==> src/rtl/core/osc52b64_pkg.sv <==
// Shared types, constants and character tables of the OSC 52 base64 framer.
package osc52b64_pkg;

  // What the encoder must send for one group of input bytes
  typedef enum logic [1:0] {
    GRP_NONE = 2'd0,  // nothing to encode
    GRP_FULL = 2'd1,  // four sextet characters
    GRP_ONE  = 2'd2,  // one byte held: two characters, two pads
    GRP_TWO  = 2'd3   // two bytes held: three characters, one pad
  } grp_t;

  // One command from front to back
  typedef struct packed {
    logic        prefix;  // send ESC ] 5 2 ; c ;
    grp_t        grp;
    logic [23:0] bits;    // 24-bit group, first byte in the top bits
    logic        bel;     // close the sequence
  } cmd_t;

  localparam int unsigned QDEPTH = 2;
  localparam int unsigned QAW    = (QDEPTH > 1) ? $clog2(QDEPTH) : 1;
  localparam int unsigned QCW    = $clog2(QDEPTH + 1);

  typedef logic [3:0] slot_t;
  localparam slot_t SLOT_PRE_FIRST = 4'd0;
  localparam slot_t SLOT_PRE_LAST  = 4'd6;
  localparam slot_t SLOT_GRP_FIRST = 4'd7;
  localparam slot_t SLOT_GRP_LAST  = 4'd10;
  localparam slot_t SLOT_BEL       = 4'd11;

  localparam logic [7:0] PAD_CHAR = 8'h3D;
  localparam logic [7:0] BEL_CHAR = 8'h07;

  // Standard base64 alphabet
  function automatic logic [7:0] b64_char(input logic [5:0] idx);
    logic [7:0] ch;
    ch = 8'h00;
    if (idx inside {[6'd0 : 6'd25]}) begin
      ch = 8'h41 + {2'b00, idx};
    end else if (idx inside {[6'd26 : 6'd51]}) begin
      ch = 8'h61 + {2'b00, idx} - 8'd26;
    end else if (idx inside {[6'd52 : 6'd61]}) begin
      ch = 8'h30 + {2'b00, idx} - 8'd52;
    end else if (idx == 6'd62) begin
      ch = 8'h2B;
    end else begin
      ch = 8'h2F;
    end
    return ch;
  endfunction

  // ESC ] 5 2 ; c ;
  function automatic logic [7:0] prefix_char(input logic [2:0] pos);
    logic [7:0] ch;
    ch = 8'h00;
    case (pos)
      3'd0:    ch = 8'h1B;
      3'd1:    ch = 8'h5D;
      3'd2:    ch = 8'h35;
      3'd3:    ch = 8'h32;
      3'd4:    ch = 8'h3B;
      3'd5:    ch = 8'h63;
      3'd6:    ch = 8'h3B;
      default: ch = 8'h00;
    endcase
    return ch;
  endfunction

endpackage

==> src/rtl/core/osc52b64_front.sv <==
// Front end: accepts bytes, tracks the group and message state, issues commands.
module osc52b64_front (
  input  logic                 clk,
  input  logic                 rst,
  input  logic                 byte_valid,
  output logic                 byte_ready,
  input  logic [7:0]           data_byte,
  input  logic                 final_byte,
  input  logic                 q_full,
  output logic                 push,
  output osc52b64_pkg::cmd_t   push_cmd
);
  import osc52b64_pkg::*;

  logic [1:0]  group_position, group_position_next;
  logic [15:0] held_bytes, held_bytes_next;
  logic        inside_message, inside_message_next;
  logic        accept;
  logic [1:0]  pos;
  logic [15:0] held;

  assign byte_ready = !q_full;
  assign accept     = byte_valid && byte_ready;

  always_comb begin
    // A new message starts from an empty group
    pos  = inside_message ? group_position : 2'd0;
    held = inside_message ? held_bytes : 16'd0;

    push_cmd.prefix     = !inside_message;
    push_cmd.grp        = GRP_NONE;
    push_cmd.bits       = 24'd0;
    push_cmd.bel        = final_byte;
    group_position_next = pos;
    held_bytes_next     = held;
    inside_message_next = 1'b1;

    case (pos)
      2'd0: begin
        held_bytes_next     = {data_byte, 8'h00};
        group_position_next = 2'd1;
      end
      2'd1: begin
        held_bytes_next     = {held[15:8], data_byte};
        group_position_next = 2'd2;
      end
      default: begin
        push_cmd.grp        = GRP_FULL;
        push_cmd.bits       = {held, data_byte};
        held_bytes_next     = 16'd0;
        group_position_next = 2'd0;
      end
    endcase

    if (final_byte) begin
      if (group_position_next == 2'd1) begin
        push_cmd.grp  = GRP_ONE;
        push_cmd.bits = {held_bytes_next, 8'h00};
      end else if (group_position_next == 2'd2) begin
        push_cmd.grp  = GRP_TWO;
        push_cmd.bits = {held_bytes_next, 8'h00};
      end
      group_position_next = 2'd0;
      held_bytes_next     = 16'd0;
      inside_message_next = 1'b0;
    end

    // Drop bytes that only fill the group
    push = accept && (push_cmd.prefix || (push_cmd.grp != GRP_NONE) || push_cmd.bel);
  end

  always_ff @(posedge clk) begin
    if (rst) begin
      group_position <= 2'd0;
      held_bytes     <= 16'd0;
      inside_message <= 1'b0;
    end else if (accept) begin
      group_position <= group_position_next;
      held_bytes     <= held_bytes_next;
      inside_message <= inside_message_next;
    end
  end

endmodule

==> src/rtl/core/osc52b64_queue.sv <==
// Short command queue between the front and back ends.
module osc52b64_queue (
  input  logic                 clk,
  input  logic                 rst,
  input  logic                 push,
  input  osc52b64_pkg::cmd_t   push_cmd,
  output logic                 full,
  input  logic                 pop,
  output logic                 q_valid,
  output osc52b64_pkg::cmd_t   q_cmd
);
  import osc52b64_pkg::*;

  cmd_t           mem [QDEPTH];
  logic [QAW-1:0] wr_ptr;
  logic [QAW-1:0] rd_ptr;
  logic [QCW-1:0] count;

  assign full    = (count == QCW'(QDEPTH));
  assign q_valid = (count != '0);
  assign q_cmd   = mem[rd_ptr];

  always_ff @(posedge clk) begin
    if (push) begin
      mem[wr_ptr] <= push_cmd;
    end
  end

  always_ff @(posedge clk) begin
    if (rst) begin
      wr_ptr <= '0;
      rd_ptr <= '0;
      count  <= '0;
    end else begin
      if (push) begin
        wr_ptr <= (wr_ptr == QAW'(QDEPTH - 1)) ? '0 : wr_ptr + 1'b1;
      end
      if (pop) begin
        rd_ptr <= (rd_ptr == QAW'(QDEPTH - 1)) ? '0 : rd_ptr + 1'b1;
      end
      if (push && !pop) begin
        count <= count + 1'b1;
      end else if (pop && !push) begin
        count <= count - 1'b1;
      end
    end
  end

`ifndef ASSERT_OFF
  a_no_pop_empty: assert property (@(posedge clk) disable iff (rst) pop |-> q_valid)
    else $error("queue popped while empty");
  a_no_push_full: assert property (@(posedge clk) disable iff (rst) push |-> !full)
    else $error("queue pushed while full");
`endif

endmodule

==> src/rtl/core/osc52b64_back.sv <==
// Back end: walks each command's character slots and drives the output register.
module osc52b64_back (
  input  logic                 clk,
  input  logic                 rst,
  input  logic                 q_valid,
  input  osc52b64_pkg::cmd_t   q_cmd,
  output logic                 pop,
  output logic                 char_valid,
  input  logic                 char_ready,
  output logic [7:0]           out_char,
  output logic                 run_last,
  output logic                 sequence_end
);
  import osc52b64_pkg::*;

  cmd_t       cur;
  slot_t      slot;
  logic       busy;
  logic       out_free;
  logic       emit;
  logic       last;
  logic [7:0] ch;
  logic [1:0] k;

  function automatic slot_t first_slot(input cmd_t c);
    slot_t s;
    if (c.prefix) begin
      s = SLOT_PRE_FIRST;
    end else if (c.grp != GRP_NONE) begin
      s = SLOT_GRP_FIRST;
    end else begin
      s = SLOT_BEL;
    end
    return s;
  endfunction

  function automatic logic has_next(input cmd_t c, input slot_t s);
    logic r;
    if (s < SLOT_PRE_LAST) begin
      r = 1'b1;
    end else if (s == SLOT_PRE_LAST) begin
      r = (c.grp != GRP_NONE) || c.bel;
    end else if (s < SLOT_GRP_LAST) begin
      r = 1'b1;
    end else if (s == SLOT_GRP_LAST) begin
      r = c.bel;
    end else begin
      r = 1'b0;
    end
    return r;
  endfunction

  assign out_free = !char_valid || char_ready;
  assign emit     = busy && out_free;
  assign last     = !has_next(cur, slot);
  assign pop      = q_valid && (!busy || (emit && last));
  assign k        = 2'(slot - SLOT_GRP_FIRST);

  always_comb begin
    ch = BEL_CHAR;
    if (slot <= SLOT_PRE_LAST) begin
      ch = prefix_char(slot[2:0]);
    end else if (slot <= SLOT_GRP_LAST) begin
      if ((cur.grp == GRP_ONE && k[1]) || (cur.grp == GRP_TWO && k == 2'd3)) begin
        ch = PAD_CHAR;
      end else begin
        case (k)
          2'd0:    ch = b64_char(cur.bits[23:18]);
          2'd1:    ch = b64_char(cur.bits[17:12]);
          2'd2:    ch = b64_char(cur.bits[11:6]);
          default: ch = b64_char(cur.bits[5:0]);
        endcase
      end
    end
  end

  always_ff @(posedge clk) begin
    if (rst) begin
      busy       <= 1'b0;
      char_valid <= 1'b0;
    end else begin
      if (out_free) begin
        char_valid <= emit;
      end
      if (pop) begin
        busy <= 1'b1;
      end else if (emit && last) begin
        busy <= 1'b0;
      end
    end
  end

  always_ff @(posedge clk) begin
    if (emit) begin
      out_char     <= ch;
      run_last     <= last;
      sequence_end <= (slot == SLOT_BEL);
    end
    if (pop) begin
      cur  <= q_cmd;
      slot <= first_slot(q_cmd);
    end else if (emit && !last) begin
      slot <= (slot == SLOT_PRE_LAST && cur.grp == GRP_NONE) ? SLOT_BEL : slot + 1'b1;
    end
  end

`ifndef ASSERT_OFF
  a_end_is_last: assert property (@(posedge clk) disable iff (rst)
      char_valid && sequence_end |-> run_last)
    else $error("terminator not marked as last character of its byte");
  a_slot_range: assert property (@(posedge clk) disable iff (rst)
      busy |-> slot <= SLOT_BEL)
    else $error("slot out of range");
  a_hold_on_stall: assert property (@(posedge clk) disable iff (rst)
      char_valid && !char_ready |=> char_valid && $stable(out_char))
    else $error("output character changed under stall");
`endif

endmodule

==> src/rtl/core/osc52_base64_clipboard_framer_unit.sv <==
// Top level of the OSC 52 clipboard framer with base64 encoding.
//
// Input channel: one raw message byte per item on data_byte, with final_byte
// set on the last byte of the message. Output channel: one ASCII character
// per item on out_char; run_last marks the last character caused by an input
// byte, sequence_end marks the closing BEL.
// The first byte of a message makes the block send ESC ] 5 2 ; c ; ahead of
// the text. Every third byte releases four base64 characters; the final byte
// flushes a partial group with '=' padding and then BEL.
// An accepted byte's command passes through the queue entry, the back end's
// command register and the output register. The back end sends one character
// per cycle while the receiver is ready; bytes that only fill a group push no
// command. A two-entry command queue between front and back lets the input
// keep flowing while characters drain.
// Reset clears the message state, the queue and the output valid flag.
// When the receiver stalls, the output item holds, the queue fills, and then
// byte_ready drops until the back end frees a queue entry.
module osc52_base64_clipboard_framer_unit (
  input  logic       clk,
  input  logic       rst,
  input  logic       byte_valid,
  output logic       byte_ready,
  input  logic [7:0] data_byte,
  input  logic       final_byte,
  output logic       char_valid,
  input  logic       char_ready,
  output logic [7:0] out_char,
  output logic       run_last,
  output logic       sequence_end
);
  import osc52b64_pkg::*;

  logic q_full;
  logic push;
  logic pop;
  logic q_valid;
  cmd_t push_cmd;
  cmd_t q_cmd;

  // Classify each byte into a command
  osc52b64_front u_front (
    .clk        (clk),
    .rst        (rst),
    .byte_valid (byte_valid),
    .byte_ready (byte_ready),
    .data_byte  (data_byte),
    .final_byte (final_byte),
    .q_full     (q_full),
    .push       (push),
    .push_cmd   (push_cmd)
  );

  // Hold commands while the back end drains characters
  osc52b64_queue u_queue (
    .clk      (clk),
    .rst      (rst),
    .push     (push),
    .push_cmd (push_cmd),
    .full     (q_full),
    .pop      (pop),
    .q_valid  (q_valid),
    .q_cmd    (q_cmd)
  );

  // Expand each command into characters, one per cycle while the receiver is ready
  osc52b64_back u_back (
    .clk          (clk),
    .rst          (rst),
    .q_valid      (q_valid),
    .q_cmd        (q_cmd),
    .pop          (pop),
    .char_valid   (char_valid),
    .char_ready   (char_ready),
    .out_char     (out_char),
    .run_last     (run_last),
    .sequence_end (sequence_end)
  );

endmodule

==> config.mk <==
export PLATFORM = sky130hd
export DESIGN_NAME = osc52_base64_clipboard_framer_unit
export DESIGN_NICKNAME = d
export VERILOG_FILES = /design/src/rtl/core/osc52b64_pkg.sv /design/src/rtl/core/osc52b64_front.sv /design/src/rtl/core/osc52b64_queue.sv /design/src/rtl/core/osc52b64_back.sv /design/src/rtl/core/osc52_base64_clipboard_framer_unit.sv
export SDC_FILE = /design/constraint.sdc
export NUM_CORES = 1
export LEC_CHECK = 0
export BUFFER_PORTS_ARGS = -buffer_cell sky130_fd_sc_hd__buf_2
export CORE_UTILIZATION = 63
export CTS_BUF_LIST = sky130_fd_sc_hd__clkbuf_4 sky130_fd_sc_hd__clkbuf_8 sky130_fd_sc_hd__clkbuf_16
export DETAILED_ROUTE_END_ITERATION = 12
export PLACE_DENSITY = 0.81
export SYNTH_ARGS = -nofsm -noshare
export SYNTH_HDL_FRONTEND = slang
export SYNTH_SLANG_ARGS = --single-unit
==> constraint.sdc <==
create_clock -name clk -period 4.75 [get_ports clk]
set_input_delay 0.95 -clock clk [delete_from_list [all_inputs] [get_ports clk]]
set_output_delay 0.95 -clock clk [all_outputs]
set_load 0.02 [all_outputs]
==> impl_metrics.json <==
{
  "cts_tree": "done",
  "antenna_found_initial": 0,
  "cts_resized": 0,
  "fin_nets": 834,
  "finalSetupTns_ps": 0,
  "netlist_area_sq_um": 7797,
  "final-setup-viol-count": 0,
  "slowest_delay_ps": 710,
  "grt_usage": 0.2993,
  "yosysTopAreaCell": "edfxtp_1",
  "timing.rr.start": "u_back.cur[15]$_DFFE_PP_",
  "met1_usage": 0.3837,
  "first_iter_violations": 615,
  "hold_start": "u_front.held_bytes[10]$_SDFFE_PP0P_",
  "synth_cells": 741,
  "fin_skew_ps": 10.25,
  "yosysSeqAreaShare": 0.4403,
  "place.gp.congestion": 0.9497,
  "rsz0062_at_grt": "no",
  "synth_area_leaders": "edfxtp_1 37%, ha_1 11%, dfxtp_1 6.7%, mux2_2 4.0%, nor2_1 3.0%",
  "min_path_type": "reg -> reg",
  "core_area_sq_um": 12060,
  "num_rows": 40,
  "vias_per_cell": 6.560,
  "yosysWarnings": 0,
  "p_leak_nw": 3.324,
  "finalCritPeriodShare": 0.7050,
  "wl_per_cell_um": 20.03,
  "cp_data_required_time_ps": 4910,
  "top_usage_layer": "met2",
  "synth-edff-count": 97,
  "startpoint_type": "flip-flop",
  "syn_avg_cell_area_sq_um": 10.52,
  "dp_cells": 904,
  "htreeDepth": 4,
  "clk_latency_ps": 410,
  "areaGrowthSynthToFinish_pct": 10.99,
  "drt-total-wl_mm": 18.73,
  "critical_path_class": "reg -> reg",
  "end_kind": "flip-flop",
  "die_h_um": 113.3,
  "fmaxAchievable_ghz": 0.2986,
  "maxSlewHeadroom": 0.1506,
  "vias": 6134,
  "clkTransAtPathRegs_ps": 50,
  "grt_pass1_wl_mm": 29.59,
  "synthFlopType": "edfxtp_1",
  "grtUsageMet2": 0.5010,
  "crit_start": "u_back.cur[15]$_DFFE_PP_",
  "yosys.area.top_type_share": 0.3736,
  "synth_fp_nets": 820,
  "tightest_slew_ps": 1271,
  "cp_max_fo": 15,
  "cts_root_buffer": "clkbuf_16",
  "grt_overflow": 0,
  "async_flop_share": 0,
  "die_width_um": 113.3,
  "synthDistinctLibCells": 75,
  "crit_chain": "inv_1 -> ha_1 -> nor2b_1 -> or2_2 -> o21ai_1 -> nand2_1 -> a32oi_1 -> a221oi_1 -> a211o_1",
  "ant_nets": 0,
  "num_antenna_cells": 0,
  "synth.top_cells.by_count": "97 x edfxtp_1, 66 x ha_1, 62 x nor2_1",
  "crit_slowest_cell": "o21ai_1",
  "final_cells": 935,
  "p_per_area_nw_per_um2": 738.1,
  "ir_drop_mv": 0.5588,
  "port-buffer-count": 24,
  "dp_hpwl_mm": 13.09,
  "drc_errors": 0,
  "clockBufferDepth": 2,
  "nFillCells": 861,
  "numCtsBuffers": 17,
  "drive_gt1_frac": 0.1343,
  "synth.ff_latch_count": 123,
  "grt_max_degree": 29,
  "post-route-min-period_ps": 3349,
  "cts_hold_buf": 0,
  "maxCapViolations": 0,
  "status": "completed",
  "hold_viol_final": 0,
  "postCtsSetupBuffers": 0,
  "finalMaxSlewViolations": 0,
  "grt_pass1_vias": 5775,
  "cp.arrival_ps": 3500,
  "yosysMostFrequentCell": "edfxtp_1",
  "start_util": 0.6465,
  "ios": 25,
  "first_pass_iters": 5,
  "dieArea_sq_um": 12830,
  "clkSinkCount": 123,
  "grtUsageMet3": 0.05303
}
-- report_power, final --
part           leakage (nW)  switching [mW]  internal, mW
clock                 0.313           0.453         0.953
combinational          1.87            1.90          1.15
sequential             1.14           0.356          1.58
total                  3.32            2.71          3.68
-- stage by stage --
stage | worst slack, ps | util | total power [mW] | instance area, sq um | hold WS (ps)
6_report | 1401 | 0.7175 | 6.388 | 8655 | 512.1
5_1_grt | 1220 | 0.7175 | 6.742 | 8655 | 526.5
4_1_cts | 1449 | 0.7175 | 6.338 | 8655 | 507.4
3_5_place_dp | 1473 | 0.6639 | 4.875 | 8008 | 491.8
3_3_place_gp | 1534 | 0.6639 | 4.806 | 8008 | 482.7
2_1_floorplan | 1030 | - | 4.123 | 7797 | 451.4
-- worst max-delay path, delay by kind of cell (launching register included) --
kind	cells	cell delay [ps]
AOI/OAI and AO/OA	4	1520
and+or+nand+nor	3	570
DFF	1	540
adders and majority gates	1	270
buffers and inverters	1	180
-- sequential cells by signal, indices dropped and copies added, names as in the netlist, named ones only --
signal and cells:
u_queue.mem 56, u_back.cur 27, u_front.held_bytes 16, u_back.out_char 8
u_back.slot 4, u_front.group_position 2, u_queue.count 2, u_back.busy 1
u_back.char_valid 1, u_back.run_last 1, u_back.sequence_end 1, u_front.inside_message 1
u_queue.rd_ptr 1, u_queue.wr_ptr 1
-- cells by family (layout without fill, tap and decap cells) --
logic type	count (synthesis)	in the layout	synth area share
adder cells (fa/ha/maj)	66	66	0.1059
buffers and inverters	72	98	0.03867
AND/OR/NAND/NOR	206	206	0.1317
flip-flops	123	123	0.4403
XOR/XNOR	28	28	0.03145
AO/OA/AOI/OAI	212	212	0.2038
multiplexers	34	34	0.04814
-- final cells by class --
cell class	count	area (sq um)	share of cell area
flip-flops and latches	123	3433	0.3967
clock inverters	11	192.7	0.02226
well taps	168	210.2	0.02429
clock buffers	20	454.2	0.05248
multi-input cells	546	4068	0.4700
inverters	39	146.4	0.01691
repair buffers	28	150.1	0.01735
-- path summary, 6_finish.rpt --
| kind | to | slack, ps | cells after the start |
|---|---|---|---|
| max | u_back.out_char[3]$_DFFE_PP_ | 1400 | 9 |
| min reg2reg | u_front.held_bytes[10]$_SDFFE_PP0P_ | 510 | 2 |
| min | u_front.held_bytes[10]$_SDFFE_PP0P_ | 510 | 2 |
| max reg2reg | u_back.out_char[3]$_DFFE_PP_ | 1400 | 9 |
-- per-layer routing --
layer,share of wire,vias to the layer above
li1,-,2864
met1,0.42,2915
met2,0.49,301
met3,0.064,54
met4,0.027,0
met5,0,-
-- cells in the final DEF (no fill, tap or decap), types with 24 or more instances in the layout --
master,count
a21oi_1,30
buf_2,24
dfxtp_1,26
edfxtp_1,97
ha_1,66
inv_1,39
mux2_2,28
nand2_1,37
nor2_1,62
o21ai_0,26
Power figures use the tool's default switching activity.
